### config.mk
export PLATFORM = sky130hd
export DESIGN_NAME = framed_command_parser_top_flat
export DESIGN_NICKNAME = d
export VERILOG_FILES = /design/src/rtl/cmdp_pkg.sv /design/src/rtl/cmdp_in_if.sv /design/src/rtl/cmdp_out_if.sv /design/src/rtl/framed_command_parser_top.sv /design/src/rtl/cmdp_frame_parser.sv /design/src/rtl/cmdp_out_reg.sv /design/src/flat_wrapper.sv
export VERILOG_INCLUDE_DIRS = /design/src /design/src/rtl
export SDC_FILE = /design/constraint.sdc
export NUM_CORES = 1
export LEC_CHECK = 0
export ABC_AREA = 1
export BUFFER_PORTS_ARGS = -buffer_cell sky130_fd_sc_hd__buf_4
export CAP_MARGIN = 10
export CORE_MARGIN = 4
export CORE_UTILIZATION = 65
export DETAILED_ROUTE_END_ITERATION = 12
export PLACE_DENSITY = 0.91
export SETUP_SLACK_MARGIN = 0.2
export SYNTH_ARGS = -nofsm -noshare
export SYNTH_HDL_FRONTEND = slang
export SYNTH_HIERARCHICAL = 1
export SYNTH_SLANG_ARGS = --single-unit
### constraint.sdc
create_clock -name clk -period 6.25 [get_ports clk]
set_input_delay 0.9375 -clock clk [delete_from_list [all_inputs] [get_ports clk]]
set_output_delay 0.9375 -clock clk [all_outputs]
set_load 0.03 [all_outputs]
### src/rtl/framed_command_parser_top_macros.svh
`ifndef FRAMED_COMMAND_PARSER_TOP_MACROS_SVH
`define FRAMED_COMMAND_PARSER_TOP_MACROS_SVH

// Same-cycle implication, checked on every rising edge outside reset.
`define CMDP_ASSERT_NOW(label, ante, cons) \
  label: assert property (@(posedge clk) disable iff (rst) (ante) |-> (cons)) \
    else $error("cmdp check failed");

// Next-cycle implication, checked on every rising edge outside reset.
`define CMDP_ASSERT_NEXT(label, ante, cons) \
  label: assert property (@(posedge clk) disable iff (rst) (ante) |=> (cons)) \
    else $error("cmdp check failed");

`endif

### src/rtl/cmdp_pkg.sv
package cmdp_pkg;

  localparam int FRAME_CAPACITY_DEF = 16;

  localparam logic [7:0] CH_OPEN  = 8'h28;
  localparam logic [7:0] CH_CLOSE = 8'h29;
  localparam logic [7:0] CH_ZERO  = 8'h30;
  localparam logic [7:0] CH_NINE  = 8'h39;
  localparam logic [7:0] CH_MOVE  = 8'h4D;

  localparam logic [8:0] VALUE_SAT = 9'd256;

  typedef enum logic [1:0] {
    MODE_STOP     = 2'd0,
    MODE_READY    = 2'd1,
    MODE_COUNTING = 2'd2,
    MODE_MOVING   = 2'd3
  } mode_t;

  typedef enum logic [1:0] {
    WORD_STOP,
    WORD_START,
    WORD_COUNT
  } word_t;

  typedef enum logic {
    REQ_BYTE = 1'b0,
    REQ_MODE = 1'b1
  } req_kind_t;

  typedef struct packed {
    logic       req_type;
    logic [7:0] rx_byte;
    logic [1:0] new_mode;
  } item_t;

  typedef struct packed {
    logic       reply;
    mode_t      mode_now;
    logic       stop_motor;
    logic       stop_timer;
    logic       restart_count;
    logic       offset_valid;
    logic [7:0] offset;
  } result_t;

  // True when b is the character expected at frame position pos of the given word.
  // Position 1 holds the first letter of the word.
  function automatic logic word_char_ok(word_t word, logic [2:0] pos, logic [7:0] b);
    logic [7:0] exp_char;
    logic       in_word;
    exp_char = 8'h00;
    in_word  = 1'b0;
    unique case (word)
      WORD_STOP: begin
        in_word = 1'b1;
        case (pos)
          3'd1: exp_char = "S";
          3'd2: exp_char = "T";
          3'd3: exp_char = "O";
          3'd4: exp_char = "P";
          default: in_word = 1'b0;
        endcase
      end
      WORD_START: begin
        in_word = 1'b1;
        case (pos)
          3'd1: exp_char = "S";
          3'd2: exp_char = "T";
          3'd3: exp_char = "A";
          3'd4: exp_char = "R";
          3'd5: exp_char = "T";
          default: in_word = 1'b0;
        endcase
      end
      WORD_COUNT: begin
        in_word = 1'b1;
        case (pos)
          3'd1: exp_char = "B";
          3'd2: exp_char = "R";
          3'd3: exp_char = "O";
          3'd4: exp_char = "J";
          3'd5: exp_char = "I";
          default: in_word = 1'b0;
        endcase
      end
      default: in_word = 1'b0;
    endcase
    return in_word && (exp_char == b);
  endfunction

endpackage

### src/rtl/cmdp_in_if.sv
interface cmdp_in_if;
  logic       valid;
  logic       ready;
  logic       req_type;
  logic [7:0] rx_byte;
  logic [1:0] new_mode;

  modport source (output valid, output req_type, output rx_byte, output new_mode,
                  input ready);
  modport sink (input valid, input req_type, input rx_byte, input new_mode,
                output ready);
endinterface

### src/rtl/cmdp_out_if.sv
interface cmdp_out_if;
  logic       valid;
  logic       ready;
  logic       reply;
  logic [1:0] mode_now;
  logic       stop_motor;
  logic       stop_timer;
  logic       restart_count;
  logic       offset_valid;
  logic [7:0] offset;

  modport source (output valid, output reply, output mode_now, output stop_motor,
                  output stop_timer, output restart_count, output offset_valid,
                  output offset, input ready);
  modport sink (input valid, input reply, input mode_now, input stop_motor,
                input stop_timer, input restart_count, input offset_valid,
                input offset, output ready);
endinterface

### src/rtl/framed_command_parser_top.sv
// A closing byte's reply passes through the input register and then the reply register.
// Throughput: one request per cycle while the reply register can load; frame state: one pass per byte.
// Requests other than a closing byte produce no reply and only update the frame or mode.
// Reset (rst, synchronous, active high) sets stop mode, clears the frame and empties
// the input and reply registers.
module framed_command_parser_top #(
  parameter int FRAME_CAPACITY = cmdp_pkg::FRAME_CAPACITY_DEF
) (
  input  logic       clk,
  input  logic       rst,
  cmdp_in_if.sink    req,
  cmdp_out_if.source rsp
);
  import cmdp_pkg::*;
  `include "framed_command_parser_top_macros.svh"

  logic    s1_valid;
  item_t   s1_item;
  logic    advance;
  logic    res_valid;
  result_t res;

  assign req.ready = !s1_valid || advance;

  always_ff @(posedge clk) begin
    if (rst) begin
      s1_valid <= 1'b0;
    end else if (req.ready) begin
      s1_valid <= req.valid;
    end
  end

  always_ff @(posedge clk) begin
    if (req.ready && req.valid) begin
      s1_item.req_type <= req.req_type;
      s1_item.rx_byte  <= req.rx_byte;
      s1_item.new_mode <= req.new_mode;
    end
  end

  cmdp_frame_parser #(
    .FRAME_CAPACITY(FRAME_CAPACITY)
  ) u_parser (
    .clk       (clk),
    .rst       (rst),
    .en        (s1_valid && advance),
    .item      (s1_item),
    .res_valid (res_valid),
    .res       (res)
  );

  cmdp_out_reg u_out (
    .clk      (clk),
    .rst      (rst),
    .load     (s1_valid && res_valid),
    .res      (res),
    .can_load (advance),
    .rsp      (rsp)
  );

  `CMDP_ASSERT_NOW(a_offset_move, rsp.valid && rsp.offset_valid, rsp.restart_count && !rsp.reply && rsp.mode_now == MODE_MOVING)
  `CMDP_ASSERT_NOW(a_stop_pair, rsp.valid && rsp.stop_motor, rsp.stop_timer && !rsp.reply && rsp.mode_now == MODE_STOP)
  `CMDP_ASSERT_NOW(a_error_quiet, rsp.valid && rsp.reply, !rsp.stop_motor && !rsp.restart_count && rsp.offset == 8'd0)
  `CMDP_ASSERT_NEXT(a_hold_request, s1_valid && !advance, s1_valid && $stable(s1_item))

endmodule

### src/rtl/cmdp_frame_parser.sv
module cmdp_frame_parser #(
  parameter int FRAME_CAPACITY = cmdp_pkg::FRAME_CAPACITY_DEF
) (
  input  logic              clk,
  input  logic              rst,
  input  logic              en,
  input  cmdp_pkg::item_t   item,
  output logic              res_valid,
  output cmdp_pkg::result_t res
);
  import cmdp_pkg::*;

  localparam int PW = $clog2(FRAME_CAPACITY);
  localparam logic [PW-1:0] POS_LAST = PW'(FRAME_CAPACITY - 1);

  mode_t         mode;
  logic [PW-1:0] frame_pos;
  logic          stop_prefix_ok;
  logic          start_prefix_ok;
  logic          count_prefix_ok;
  logic          move_prefix_ok;
  logic          digits_ok;
  logic [8:0]    move_value;

  mode_t         mode_next;
  logic [PW-1:0] frame_pos_next;
  logic          stop_prefix_ok_next;
  logic          start_prefix_ok_next;
  logic          count_prefix_ok_next;
  logic          move_prefix_ok_next;
  logic          digits_ok_next;
  logic [8:0]    move_value_next;

  logic          is_open;
  logic          is_close;
  logic          is_digit;
  logic [PW-1:0] p;
  logic          pos_small;
  logic [2:0]    pos3;
  logic          frame_full;
  logic          frame_good;
  logic [11:0]   acc;
  logic [8:0]    acc_sat;
  logic          value_ok;

  assign is_open   = (item.rx_byte == CH_OPEN);
  assign is_close  = (item.rx_byte == CH_CLOSE);
  assign is_digit  = (item.rx_byte >= CH_ZERO) && (item.rx_byte <= CH_NINE);
  assign p         = is_open ? '0 : frame_pos;
  assign pos_small = ((p >> 3) == '0);
  assign pos3      = p[2:0];
  assign frame_full = (p >= POS_LAST);
  assign frame_good = !frame_full && (p != '0);

  assign acc = {move_value, 3'b000} + {2'b00, move_value, 1'b0}
             + {8'd0, 4'(item.rx_byte - CH_ZERO)};
  assign acc_sat  = (acc >= 12'(VALUE_SAT)) ? VALUE_SAT : acc[8:0];
  assign value_ok = (move_value != 9'd0) && !move_value[8];

  always_comb begin
    mode_next            = mode;
    frame_pos_next       = frame_pos;
    stop_prefix_ok_next  = stop_prefix_ok;
    start_prefix_ok_next = start_prefix_ok;
    count_prefix_ok_next = count_prefix_ok;
    move_prefix_ok_next  = move_prefix_ok;
    digits_ok_next       = digits_ok;
    move_value_next      = move_value;

    res_valid         = 1'b0;
    res.reply         = 1'b1;
    res.stop_motor    = 1'b0;
    res.stop_timer    = 1'b0;
    res.restart_count = 1'b0;
    res.offset_valid  = 1'b0;
    res.offset        = 8'd0;

    if (item.req_type == REQ_MODE) begin
      mode_next = mode_t'(item.new_mode);
    end else if (!is_close) begin
      if (is_open) begin
        frame_pos_next = '0;
      end
      if (!frame_full) begin
        if (p == '0) begin
          stop_prefix_ok_next  = is_open;
          start_prefix_ok_next = is_open;
          count_prefix_ok_next = is_open;
          move_prefix_ok_next  = is_open;
          digits_ok_next       = 1'b1;
          move_value_next      = 9'd0;
        end else begin
          stop_prefix_ok_next  = stop_prefix_ok && pos_small
                                 && word_char_ok(WORD_STOP, pos3, item.rx_byte);
          start_prefix_ok_next = start_prefix_ok && pos_small
                                 && word_char_ok(WORD_START, pos3, item.rx_byte);
          count_prefix_ok_next = count_prefix_ok && pos_small
                                 && word_char_ok(WORD_COUNT, pos3, item.rx_byte);
          if (p == PW'(1)) begin
            move_prefix_ok_next = move_prefix_ok && (item.rx_byte == CH_MOVE);
          end else if (is_digit) begin
            move_value_next = acc_sat;
          end else begin
            digits_ok_next = 1'b0;
          end
        end
        frame_pos_next = p + PW'(1);
      end
    end else begin
      res_valid = 1'b1;
      if (frame_good) begin
        if (stop_prefix_ok && p == PW'(5)) begin
          mode_next      = MODE_STOP;
          res.stop_motor = 1'b1;
          res.stop_timer = 1'b1;
          res.reply      = 1'b0;
        end else begin
          unique case (mode) inside
            MODE_STOP: begin
              if (start_prefix_ok && p == PW'(6)) begin
                mode_next = MODE_READY;
                res.reply = 1'b0;
              end
            end
            MODE_READY: begin
              if (count_prefix_ok && p == PW'(6)) begin
                mode_next = MODE_COUNTING;
                res.reply = 1'b0;
              end else if (move_prefix_ok && p >= PW'(3) && digits_ok && value_ok) begin
                mode_next         = MODE_MOVING;
                res.offset        = move_value[7:0];
                res.offset_valid  = 1'b1;
                res.restart_count = 1'b1;
                res.reply         = 1'b0;
              end
            end
            MODE_COUNTING, MODE_MOVING: begin
              res.reply = 1'b1;
            end
            default: begin
              res.reply = 1'b1;
            end
          endcase
        end
      end
      frame_pos_next       = '0;
      stop_prefix_ok_next  = 1'b0;
      start_prefix_ok_next = 1'b0;
      count_prefix_ok_next = 1'b0;
      move_prefix_ok_next  = 1'b0;
      digits_ok_next       = 1'b1;
      move_value_next      = 9'd0;
    end
    res.mode_now = mode_next;
  end

  always_ff @(posedge clk) begin
    if (rst) begin
      mode            <= MODE_STOP;
      frame_pos       <= '0;
      stop_prefix_ok  <= 1'b0;
      start_prefix_ok <= 1'b0;
      count_prefix_ok <= 1'b0;
      move_prefix_ok  <= 1'b0;
      digits_ok       <= 1'b1;
      move_value      <= 9'd0;
    end else if (en) begin
      mode            <= mode_next;
      frame_pos       <= frame_pos_next;
      stop_prefix_ok  <= stop_prefix_ok_next;
      start_prefix_ok <= start_prefix_ok_next;
      count_prefix_ok <= count_prefix_ok_next;
      move_prefix_ok  <= move_prefix_ok_next;
      digits_ok       <= digits_ok_next;
      move_value      <= move_value_next;
    end
  end

endmodule

### src/rtl/cmdp_out_reg.sv
module cmdp_out_reg (
  input  logic              clk,
  input  logic              rst,
  input  logic              load,
  input  cmdp_pkg::result_t res,
  output logic              can_load,
  cmdp_out_if.source        rsp
);
  import cmdp_pkg::*;

  logic    valid;
  result_t data;

  assign can_load = !valid || rsp.ready;

  always_ff @(posedge clk) begin
    if (rst) begin
      valid <= 1'b0;
    end else if (can_load) begin
      valid <= load;
    end
  end

  always_ff @(posedge clk) begin
    if (can_load && load) begin
      data <= res;
    end
  end

  assign rsp.valid         = valid;
  assign rsp.reply         = data.reply;
  assign rsp.mode_now      = data.mode_now;
  assign rsp.stop_motor    = data.stop_motor;
  assign rsp.stop_timer    = data.stop_timer;
  assign rsp.restart_count = data.restart_count;
  assign rsp.offset_valid  = data.offset_valid;
  assign rsp.offset        = data.offset;

endmodule
### src/flat_wrapper.sv
// flat-port wrapper written by rule: the top's interface ports become plain ports
module framed_command_parser_top_flat import cmdp_pkg::*;
#(
  parameter int FRAME_CAPACITY = cmdp_pkg::FRAME_CAPACITY_DEF
)
  (clk, rst, req_valid, req_req_type, req_rx_byte, req_new_mode, req_ready, rsp_valid, rsp_reply, rsp_mode_now, rsp_stop_motor, rsp_stop_timer, rsp_restart_count, rsp_offset_valid, rsp_offset, rsp_ready);
  cmdp_in_if req_i ();
  cmdp_out_if rsp_i ();
  input  logic clk;
  input  logic rst;
  input wire logic [$bits(req_i.valid)-1:0] req_valid;
  input wire logic [$bits(req_i.req_type)-1:0] req_req_type;
  input wire logic [$bits(req_i.rx_byte)-1:0] req_rx_byte;
  input wire logic [$bits(req_i.new_mode)-1:0] req_new_mode;
  output wire logic [$bits(req_i.ready)-1:0] req_ready;
  output wire logic [$bits(rsp_i.valid)-1:0] rsp_valid;
  output wire logic [$bits(rsp_i.reply)-1:0] rsp_reply;
  output wire logic [$bits(rsp_i.mode_now)-1:0] rsp_mode_now;
  output wire logic [$bits(rsp_i.stop_motor)-1:0] rsp_stop_motor;
  output wire logic [$bits(rsp_i.stop_timer)-1:0] rsp_stop_timer;
  output wire logic [$bits(rsp_i.restart_count)-1:0] rsp_restart_count;
  output wire logic [$bits(rsp_i.offset_valid)-1:0] rsp_offset_valid;
  output wire logic [$bits(rsp_i.offset)-1:0] rsp_offset;
  input wire logic [$bits(rsp_i.ready)-1:0] rsp_ready;
  assign req_i.valid = req_valid;
  assign req_i.req_type = req_req_type;
  assign req_i.rx_byte = req_rx_byte;
  assign req_i.new_mode = req_new_mode;
  assign req_ready = req_i.ready;
  assign rsp_valid = rsp_i.valid;
  assign rsp_reply = rsp_i.reply;
  assign rsp_mode_now = rsp_i.mode_now;
  assign rsp_stop_motor = rsp_i.stop_motor;
  assign rsp_stop_timer = rsp_i.stop_timer;
  assign rsp_restart_count = rsp_i.restart_count;
  assign rsp_offset_valid = rsp_i.offset_valid;
  assign rsp_offset = rsp_i.offset;
  assign rsp_i.ready = rsp_ready;
  framed_command_parser_top #(.FRAME_CAPACITY(FRAME_CAPACITY)) u_core (.clk(clk), .rst(rst), .req(req_i), .rsp(rsp_i));
endmodule
Word level (Yosys, flattened, before mapping). Index checks and enable logic that the tools add are counted. Widths: inputs -> output; s select.

Muxes and demuxes: 69. Bitwise operators: 5. Reduce and logical (&&, ||, !) cells: 47. Div/mod/pow operators: 0. Order comparisons: 5. Add/subtract/negate cells: 4. Multipliers: 0. Equal/unequal tests: 18. Shifts and indexed selects: 0.

Operator list (number): $mux 8 (12); $pmux 7 s4 (2); $mux 9 (6); $pmux 7 s5 (1); $mux 1 (34); $eq 8x8->1 (3); $logic_and 1x1->1 (23); $eq 8x6->1 const B (2); $mux 2 (8); $add 12x10->12 (1); $add 12x4->12 (1); $ge 12x9->1 const B (1); $mux 4 (3); $mux 10 (1); $reduce_and 5->1 (2); $reduce_bool 9->1 (1); $eq 4x3->1 const B (2); $eq 8x7->1 const B (1); $ge 8x6->1 const B (1); $le 8x6->1 const B (1); $logic_not 4->1 (2); $reduce_or 7->1 (1); $eq 3x2->1 const B (2); $eq 3x3->1 const B (2); 26 further kinds (35).

Bits in latches: 0. Output and inout bits: 17. Bits in read-only memories: 0. Memories kept: 0. Input port bits: 15. Word-level logic and storage cells: 168. Bits in writable memories: 0. Register bits after elaboration: 48.

Logic depth before layout (Yosys ltp). Gate-level depths: netlist (run 1).

Word-level depth: 15. Mapped depth: 20. Mapped depth without buffers: 19.

By module. Netlist (run 1), hierarchy kept.

Modules (own cells, without submodules): cmdp_frame_parser (times used 1, area each 2466.1 um2, sequential area each 400.4 um2, cells each 390); cmdp_out_reg (times used 1, area each 498.0 um2, sequential area each 470.5 um2, cells each 21); framed_command_parser_top (times used 1, area each 392.9 um2, sequential area each 350.3 um2, cells each 21).

Worst setup path before layout (run 1). Ideal clock, no wire load.

Path kind: reg-to-reg. Start point: register u_core/s1_item[5] in the netlist's numbering. End point: register u_core.u_parser.move_value[0]. Cell stages (with the launch flop): 14. Period minus slack after synthesis: 2.581 ns. Slack: 3.669 ns. Data required time: 6.180 ns. Arrival: 2.510 ns. Path buffers: 0. Setup time: 0.070 ns. Cells stage by stage: edfxtp_1 > inv_1 > fa_1 > inv_1 > fa_1 > nand3_1 > nand2_1 > nand3_1 > nand2_1 > nand2_1 > nand4_1 > nor2_1 > nand3_1 > a21oi_1.

Cells in the longest elaborated chain, start to end: 9. Elaborated cells between the ends (all ways): 22. Those cells by class: add/sub: 2; order compare: 4; eq/ne: 5; mux: 7; reduce/logical: 4.

Ends and longest elaborated chain: start: declaration (line framed_command_parser_top.sv:18) `item_t s1_item;`; $sub 4x1->4 (line cmdp_frame_parser.sv:56) `+ {8'd0, 4'(item.rx_byte - CH_ZERO)};`; $add 12x4->12 (line cmdp_frame_parser.sv:56); $ge 12x9->1 (line cmdp_frame_parser.sv:57) `assign acc_sat = (acc >= 12'(VALUE_SAT)) ? VALUE_SAT : acc[8:0];`; $mux 9 (line cmdp_frame_parser.sv:57); $mux 9 (line cmdp_frame_parser.sv:101) `end else if (is_digit) begin`; $mux 9 (line cmdp_frame_parser.sv:99) `if (p == PW'(1)) begin`; $mux 9 (line cmdp_frame_parser.sv:85) `if (p == '0) begin`; $mux 9 (line cmdp_frame_parser.sv:84) `if (!frame_full) begin`; $mux 9 (line cmdp_frame_parser.sv:80) `end else if (!is_close) begin`; end signal: assignment (line cmdp_frame_parser.sv:175) `move_value <= move_value_next;`; end: declaration (line cmdp_frame_parser.sv:23) `logic [8:0] move_value;`.

Parallel ways exist; a longest one is shown, timed or not. The select of a mux whose other input is x is not followed. A chain may end at the register's enable or synchronous reset.

Worst setup path after layout (run 1).
Start point: register u_core/s1_item[5] in the netlist's numbering. End point: register u_core.u_parser.move_value[4].

Same word-level chain as after synthesis.

==> results of run 1 <==
## flip-flops by register name (all words and copies together), names as in the netlist, 2 cells and up
signal                      count
u_core/s1_item                 11
u_core/u_out/rsp.mode_now       2
u_core/u_out/rsp.offset         8
u_core/u_parser/frame_pos       4
u_core/u_parser/mode            2
u_core/u_parser/move_value      9
## cell usage in the layout, fill, tap and decap left out, drive strengths merged, types with 16 or more instances in the layout
master and n:
o21ai 16, edfxtp 26, nor2 41, inv 74, ha 25, nand2 111
buf 33, a21oi 36, dfxtp 22, nand3 39
## worst min-delay path, delay by kind of cell (launching register included)
kind	cells	cell delay (ns)
AO/OA/AOI/OAI	1	0.07
flip-flops	1	0.33
AND/OR/NAND/NOR	1	0.05
## cells by family (layout without fill, tap and decap cells)
family / count (synthesis) / count (layout) / synth area share, %
AOI/OAI and AO/OA: 61 / 61 / 10.66
xor gates and xnor gates: 9 / 9 / 2.348
adders and majority gates: 27 / 27 / 10.51
buffers and inverters: 79 / 114 / 9.355
DFF: 48 / 48 / 36.38
and+or+nand+nor: 208 / 208 / 30.75
## area by class of cell
type | count | area, µm²
inverter | 73 | 276.5
tap | 67 | 83.83
multi-input combinational | 305 | 1822
fill | 345 | 1060
clock buffer | 5 | 68.82
sequential | 48 | 1221
clock inverter | 3 | 68.82
timing repair buffer | 33 | 247.7
## metal layers
metal  vias to the layer above  track usage [%]
met2                       169            50.67
met1                      1435            29.63
li1                       1483                -
met4                         0            11.49
met5                         -                0
met3                        38            4.515
## per-stage QoR
stage | cells | hold WS (ns)
2_1_floorplan | 432 | 0.4364
3_3_place_gp | 525 | 0.4517
3_5_place_dp | 525 | 0.4666
4_1_cts | 533 | 0.4792
5_1_grt | 534 | 0.5113
6_report | 534 | 0.4872
## power breakdown
group          internal [µW]  leakage (µW)  switching (µW)
registers                338      0.000417            7.24
logic                   20.7       0.00126            37.2
clock network            161     0.0000687             106
## worst paths after layout
check                             endpoint  slack [ns]  depth (start not counted)
max          u_core/u_parser/move_value[4]        3.10                         13
min              u_core/u_parser/digits_ok        0.49                          2
max reg2reg  u_core/u_parser/move_value[4]        3.10                         13
min reg2reg      u_core/u_parser/digits_ok        0.49                          2
==> impl_metrics.json, run 1 <==
{
  "grt_pass1_wl_um": 13450,
  "io_buffer_count": 31,
  "status": "finished clean",
  "worst_slew_pin_slew_ns": 0.5459,
  "ant_nets": 0,
  "ctsHoldBuffers": 0,
  "dp_hpwl_um": 6203,
  "cp.buffers_inverters": 2,
  "die_area_um2": 6378,
  "chipWidth_um": 79.87,
  "numCtsBuffers": 5,
  "root_buffer": "clkbuf_8",
  "setup_slack_ns": 3.099,
  "yosysMostFrequentCell": "nand2_1",
  "fp-row-count": 25,
  "synthFlopType": "edfxtp_1",
  "async_flop_share_pct": 0,
  "fin_crit_ns": 3.151,
  "insertion_delay_ns": 0.29,
  "die_y_um": 79.87,
  "critical_path.max_stage_delay_ns": 0.56,
  "critPathLaunch": "u_core/s1_item[5]",
  "vias_per_cell": 5.852,
  "antenna_found_initial": 0,
  "ys_seq_area_share_pct": 36.38,
  "yosysWarnings": 6,
  "power.total_uw": 669.6,
  "p_leak_uw": 0.001748,
  "grt_max_degree": 23,
  "path_cells": "inv_1 -> fa_1 -> inv_1 -> fa_1 -> nand3_1 -> nand2_1 -> nand3_1 -> nand2_1 -> nand2_1 -> nand4_1 -> nor2_1 -> nand3_1 -> a21oi_1",
  "fmax_mhz": 317.4,
  "grt-ovfl-total": 0,
  "syn_nets": 474,
  "synth_top_area_share_pct": 23.26,
  "drtIter0Drc": 275,
  "maxCapViolCount": 0,
  "pin_count": 32,
  "cp.required_ns": 6.47,
  "wl_met1_um": 3185,
  "finalMaxSlewViolations": 0,
  "fin_crit_sh_pct": 50.41,
  "area_growth_pct": 12.86,
  "final-hold-violation-count": 0,
  "worstSetupStartpointType": "flop",
  "h-tree-depth": 2,
  "n_antenna_cell": 0,
  "fin_tns_setup_ns": 0,
  "irDropWorstVdd_v": 0.0001133,
  "postCtsSetupBuffers": 0,
  "grt_pass1_vias": 3050,
  "cts_sinks": 48,
  "drc": 0,
  "placed_cell_area_um2": 3643,
  "avgSynthCellArea_um2": 7.771,
  "rsz0062_at_grt": "false",
  "track_usage_pct": 26.99,
  "drt-total-wl_um": 8428,
  "clkTransAtPathRegs_ns": 0.09,
  "timing.rr.start": "u_core/s1_item[5]",
  "worst-setup-path-type": "reg -> reg",
  "cp_data_arrival_time_ns": 3.37,
  "pre_cts_ws_ns": 3.268,
  "netlist_area_um2": 3357,
  "synth-edff-count": 26,
  "final_util_pct": 78.14,
  "drtPass1Iterations": 5,
  "p_per_area_nw_per_um2": 176.7,
  "num_vias": 3125,
  "yosys.area.top_type": "edfxtp_1",
  "yosys-top-cells-count": "102 x nand2_1, 61 x inv_1, 37 x nand3_1, 35 x nor2_1, 32 x a21oi_1",
  "wl_met2_um": 4290,
  "finalSetupViolCount": 0,
  "start_util_pct": 69.24,
  "place_congestion": 0.9679,
  "cp_slowest_cell": "fa_1",
  "design_area_um2": 3789,
  "drive_gt1_share_pct": 16.92,
  "core_area_um2": 4848,
  "endpoint_kind": "flop",
  "critPathTopFamily": "simple AND/OR/NAND/NOR gates",
  "hp-class": "reg -> reg",
  "synthCells": 432,
  "wire_per_inst_um": 15.78,
  "nets": 508,
  "cts_tree": "yes",
  "clockBufferDepth": 2,
  "synth.ff_latch_count": 48,
  "synth_cell_type_count": 38,
  "crit_fanout": 8,
  "skew_ns": 0.007000,
  "hold_start": "u_core/u_parser/digits_ok",
  "maxSlewHeadroom_pct": 63.47,
  "synth_area_leaders": "edfxtp_1 23%, dfxtp_1 13%, nand2_1 11%",
  "met3_length_um": 647,
  "cts_resized": 0,
  "top_layer_used": "met4"
}
Power figures use the tool's default switching activity.
==> run 2, diff against run 1 <==
- CORE_UTILIZATION: 65 -> 54
- PLACE_DENSITY: 0.91 -> 0.82
- clock period: 6.25 -> 2.8 ns (I/O delays scaled with it)
==> impl_metrics.json, run 2 (synthesis gave the netlist of run 1 again) <==
{
  "status": "finished clean",
  "die_y_um": 86.85,
  "hp-class": "in -> reg",
  "n_antenna_cell": 0,
  "largest_register_ffs": 11,
  "finalMaxSlewViolations": 0,
  "drc": 0,
  "h-tree-depth": 2,
  "endpoint_kind": "flop",
  "fin_tns_setup_ns": 0,
  "critical_path.max_stage_delay_ns": 0.50,
  "crit_fanout": 8,
  "skew_ns": 0.007204,
  "finalSetupViolCount": 0,
  "worst_slew_pin_slew_ns": 0.4648,
  "holdWs_ns": 0.2787,
  "cts_tree": "yes",
  "worstSetupStartpointType": "flop",
  "fillCellCount": 482,
  "irDropWorstVdd_v": 0.0002684,
  "p_leak_uw": 0.001837,
  "clockBufferDepth": 2,
  "mostFrequentLayoutCell": "nand2_1",
  "cts_sinks": 48,
  "wire_per_inst_um": 15.45,
  "cp_data_arrival_time_ns": 2.78,
  "rsz0062_at_grt": "true",
  "drtIter0Drc": 129,
  "min_path_cells": 1,
  "pin_count": 32,
  "numCtsBuffers": 5,
  "insertion_delay_ns": 0.31,
  "start_util_pct": 56.04,
  "fin_crit_ns": 2.530,
  "chipWidth_um": 86.85,
  "fp-row-count": 28,
  "worst-setup-path-type": "reg -> reg",
  "cp_slowest_cell": "fa_1",
  "p_per_area_nw_per_um2": 350.2,
  "critical_path.most_common_cell": "nand3_2",
  "area_growth_pct": 22.29,
  "grt_max_degree": 23,
  "reg2reg_depth": 14,
  "fmax_mhz": 395.2,
  "grt_pass1_vias": 2938,
  "grt_pass1_wl_um": 13640,
  "maxCapViolCount": 0,
  "core_area_um2": 5991,
  "die_area_um2": 7542,
  "grt-ovfl-total": 0,
  "antenna_found_initial": 0,
  "cp.required_ns": 3.05,
  "path_cells": "inv_2 -> fa_1 -> inv_2 -> fa_2 -> nand3_2 -> nand2_2 -> nand3_2 -> nand2_1 -> nand2_1 -> nand4_1 -> nor2_1 -> buf_6 -> nand3_2 -> a21oi_2",
  "nets": 527,
  "vias_per_cell": 5.440,
  "root_buffer": "clkbuf_8",
  "num_vias": 3052,
  "dp_hpwl_um": 6527,
  "drive_gt1_share_pct": 28.60,
  "drtPass1Iterations": 6,
  "maxSlewHeadroom_pct": 68.61,
  "ctsHoldBuffers": 0,
  "clkTransAtPathRegs_ns": 0.10,
  "place_congestion": 0.9719,
  "final-hold-violation-count": 0,
  "io_buffer_count": 31,
  "mostFrequentLayoutCells": "100 x nand2_1, 58 x inv_1, 50 x buf_4",
  "fin_crit_sh_pct": 90.36,
  "drt-total-wl_um": 8669,
  "top_register": "u_core/s1_item",
  "track_usage_pct": 23.04,
  "ant_nets": 0
}
-- run 2: cell count changes in the layout (fill, tap and decap cells not counted), sizes merged --
| cell | change |
|---|---|
| clkinvlp | +1 |
| buf | +19 |
| bufinv | -1 |
-- run 2: layout make-up --
cell class / count / area [µm²] / area share, %
clock buffer: 5 / 68.82 / 1.676
clock inverter: 3 / 46.29 / 1.128
inverter: 73 / 276.5 / 6.736
multi-input combinational: 305 / 1998 / 48.67
sequential: 48 / 1224 / 29.81
tap: 75 / 93.84 / 2.286
timing repair buffer: 52 / 397.9 / 9.692
-- run 2: worst max-delay path: cells and delay by family, from the launching register on --
kind	cells	cell delay, ns
AOI/OAI and AO/OA	1	0.15
and+or+nand+nor	8	0.70
adders and majority gates	2	0.89
DFF	1	0.42
buffers and inverters	3	0.30
-- run 2: final timing paths --
check	from	end	slack [ns]
worst min-delay path	req_rx_byte[7]	u_core/s1_item[9]	0.28
worst max register to register	u_core/s1_item[5]	u_core/u_parser/move_value[7]	0.27
worst min register to register	u_core/u_parser/digits_ok	u_core/u_parser/digits_ok	0.47
worst max-delay path	u_core/s1_item[5]	u_core/u_parser/move_value[7]	0.27
-- run 2: layer usage --
layer | routed length (µm) | share of wire, % | global-route usage (%)
met5 | 0 | 0 | 0
met4 | 290 | 3.3 | 12.04
met2 | 4403 | 51 | 39.34
met3 | 401 | 4.6 | 3.802
met1 | 3574 | 41 | 27.63
-- run 2: repair_timing --
item | 4_1_cts | 5_1_grt
resized for setup | 2 | 45
setup buffers | 1 | 6
pin swaps | 0 | 20
setup endpoints to repair | 9 | 24
hold endpoints to repair | 0 | 0
-- run 2: where the power goes --
part	internal, µW	switching (µW)	leakage [µW]	total [µW]
clock	269	252	0.0000548	521
combinational	60.5	91.5	0.00136	152
sequential	753	11.4	0.000419	765
-- run 2: through the flow --
step | total power [µW] | instance area [µm²] | util (%) | setup WS, ns | instances
after floorplan | 868.8 | 3357 | - | 0.2192 | 432
after global placement | 917.8 | 3751 | 62.61 | 0.2390 | 546
after detailed placement | 919.7 | 3751 | 62.61 | 0.1528 | 546
after CTS | 1439 | 3879 | 64.75 | 0.2160 | 555
after global routing | 1497 | 4105 | 68.53 | 0.1134 | 561
final | 1438 | 4105 | 68.53 | 0.2698 | 561
==> run 3, diff against run 2 <==
- CORE_MARGIN: 4 -> 1
==> impl_metrics.json, run 3 (synthesis gave the netlist of run 1 again) <==
{
  "chipWidth_um": 80.85,
  "grt_pass1_wl_um": 13070,
  "nets": 523,
  "area_growth_pct": 20.16,
  "top_register": "u_core/s1_item",
  "ant_nets": 0,
  "antenna_found_initial": 0,
  "track_usage_pct": 26.02,
  "cts_sinks": 48,
  "cts_tree": "yes",
  "rsz0062_at_grt": "true",
  "h-tree-depth": 2,
  "worst-setup-path-type": "reg -> reg",
  "cp.required_ns": 3.04,
  "final_cells": 557,
  "pin_count": 32,
  "final-hold-violation-count": 0,
  "dp.cells": 542,
  "die_y_um": 80.85,
  "fp-row-count": 28,
  "drc": 0,
  "grt_max_degree": 23,
  "maxSlewHeadroom_pct": 74.63,
  "insertion_delay_ns": 0.31,
  "skew_ns": 0.006584,
  "status": "finished clean",
  "io_buffer_count": 31,
  "core_area_um2": 5956,
  "drtIter0Drc": 263,
  "p_per_area_nw_per_um2": 356.3,
  "finalSetupViolCount": 0,
  "drtPass1Iterations": 5,
  "fin_crit_sh_pct": 92.79,
  "worstSetupStartpointType": "flop",
  "crit_fanout": 8,
  "start_util_pct": 56.37,
  "numCtsBuffers": 5,
  "hp-class": "in -> reg",
  "n_antenna_cell": 0,
  "wire_per_inst_um": 14.96,
  "finalMaxSlewViolations": 0,
  "fin_crit_ns": 2.598,
  "p_leak_uw": 0.001795,
  "fmax_mhz": 384.9,
  "drive_gt1_share_pct": 26.35,
  "ctsHoldBuffers": 0,
  "fin_tns_setup_ns": 0,
  "cp_data_arrival_time_ns": 2.84,
  "grt_pass1_vias": 2822,
  "place_congestion": 1.011,
  "irDropWorstVdd_v": 0.0002993,
  "worst_slew_pin_slew_ns": 0.3756,
  "maxCapViolCount": 0,
  "grt-ovfl-total": 0,
  "drt-total-wl_um": 8332,
  "dp_hpwl_um": 6117,
  "clkTransAtPathRegs_ns": 0.10,
  "root_buffer": "clkbuf_8",
  "endpoint_kind": "flop",
  "power.total_uw": 1437,
  "largest_register_ffs": 11,
  "vias_per_cell": 5.553,
  "die_area_um2": 6536,
  "clockBufferDepth": 2,
  "num_vias": 3093,
  "mostFrequentLayoutCells": "99 x nand2_1, 57 x inv_1, 47 x buf_4",
  "mostFrequentLayoutCell": "nand2_1"
}
[run 3: changes by cell type in the layout (fill, tap and decap cells not counted), moves of 3 or more]
cell	delta
a21oi_1	+5
buf_4	-3
a21oi_2	-5
nor2_2	-3
nand3_2	-6
nand3_1	+6
nor2_4	+3
[run 3: worst max-delay path, cell delays in order, from the launching register on]
cell,delay [ns]
edfxtp_1,0.45
inv_2,0.08
fa_1,0.50
inv_2,0.07
fa_2,0.42
nand3_2,0.10
nand2_2,0.07
nand3_2,0.08
nand2_1,0.05
nand2_1,0.06
nand4_1,0.12
nor2_2,0.15
buf_6,0.14
nand3_2,0.08
a21oi_2,0.16
[run 3: final timing paths]
| path | depth (start not counted) | to | startpoint | slack [ns] |
|---|---|---|---|---|
| setup / recovery | 14 | u_core/u_parser/move_value[5] | u_core/s1_item[5] | 0.20 |
| hold / removal | 1 | u_core/s1_item[1] | req_new_mode[1] | 0.28 |
| setup reg to reg | 14 | u_core/u_parser/move_value[5] | u_core/s1_item[5] | 0.20 |
| hold reg to reg | 2 | u_core/u_parser/stop_prefix_ok | u_core/u_parser/stop_prefix_ok | 0.48 |
[run 3: cell type report]
class | count | area, µm²
Inverter | 73 | 280.3
Timing Repair Buffer | 48 | 364.1
Fill cell | 489 | 1922
Multi-Input combinational cell | 305 | 1957
Sequential cell | 48 | 1224
Clock buffer | 5 | 68.82
Clock inverter | 3 | 46.29
Tap cell | 75 | 93.84
[run 3: repair_timing]
| item | CTS | global route |
|---|---|---|
| setup buffers | 2 | 5 |
| pin swaps | 1 | 13 |
| endpoints found under the hold margin | 0 | 0 |
| gates resized for setup | 5 | 35 |
| endpoints found under the setup margin | 10 | 30 |
[run 3: power breakdown]
part / internal [µW] / switching [µW]
clock: 269 / 252
sequential: 753 / 11.3
combinational: 59.1 / 92.3
[run 3: layer usage]
layer,vias up,global-route usage [%],part of all wire [%]
met4,0,10.00,3.9
met1,1417,31.91,41
li1,1507,-,-
met2,133,45.46,49
met5,-,0,0
met3,36,4.157,5.9
[run 3: stage by stage]
step | setup WS [ns] | utilization [%] | area [µm²] | hold slack [ns]
after global routing | 0.09940 | 67.73 | 4034 | 0.2707
after detailed placement | 0.04989 | 62.48 | 3721 | 0.4652
final | 0.2019 | 67.73 | 4034 | 0.2826
after CTS | 0.2042 | 64.83 | 3861 | 0.2803
after floorplan | 0.2192 | - | 3357 | 0.4364
after global placement | 0.1125 | 62.48 | 3721 | 0.4486
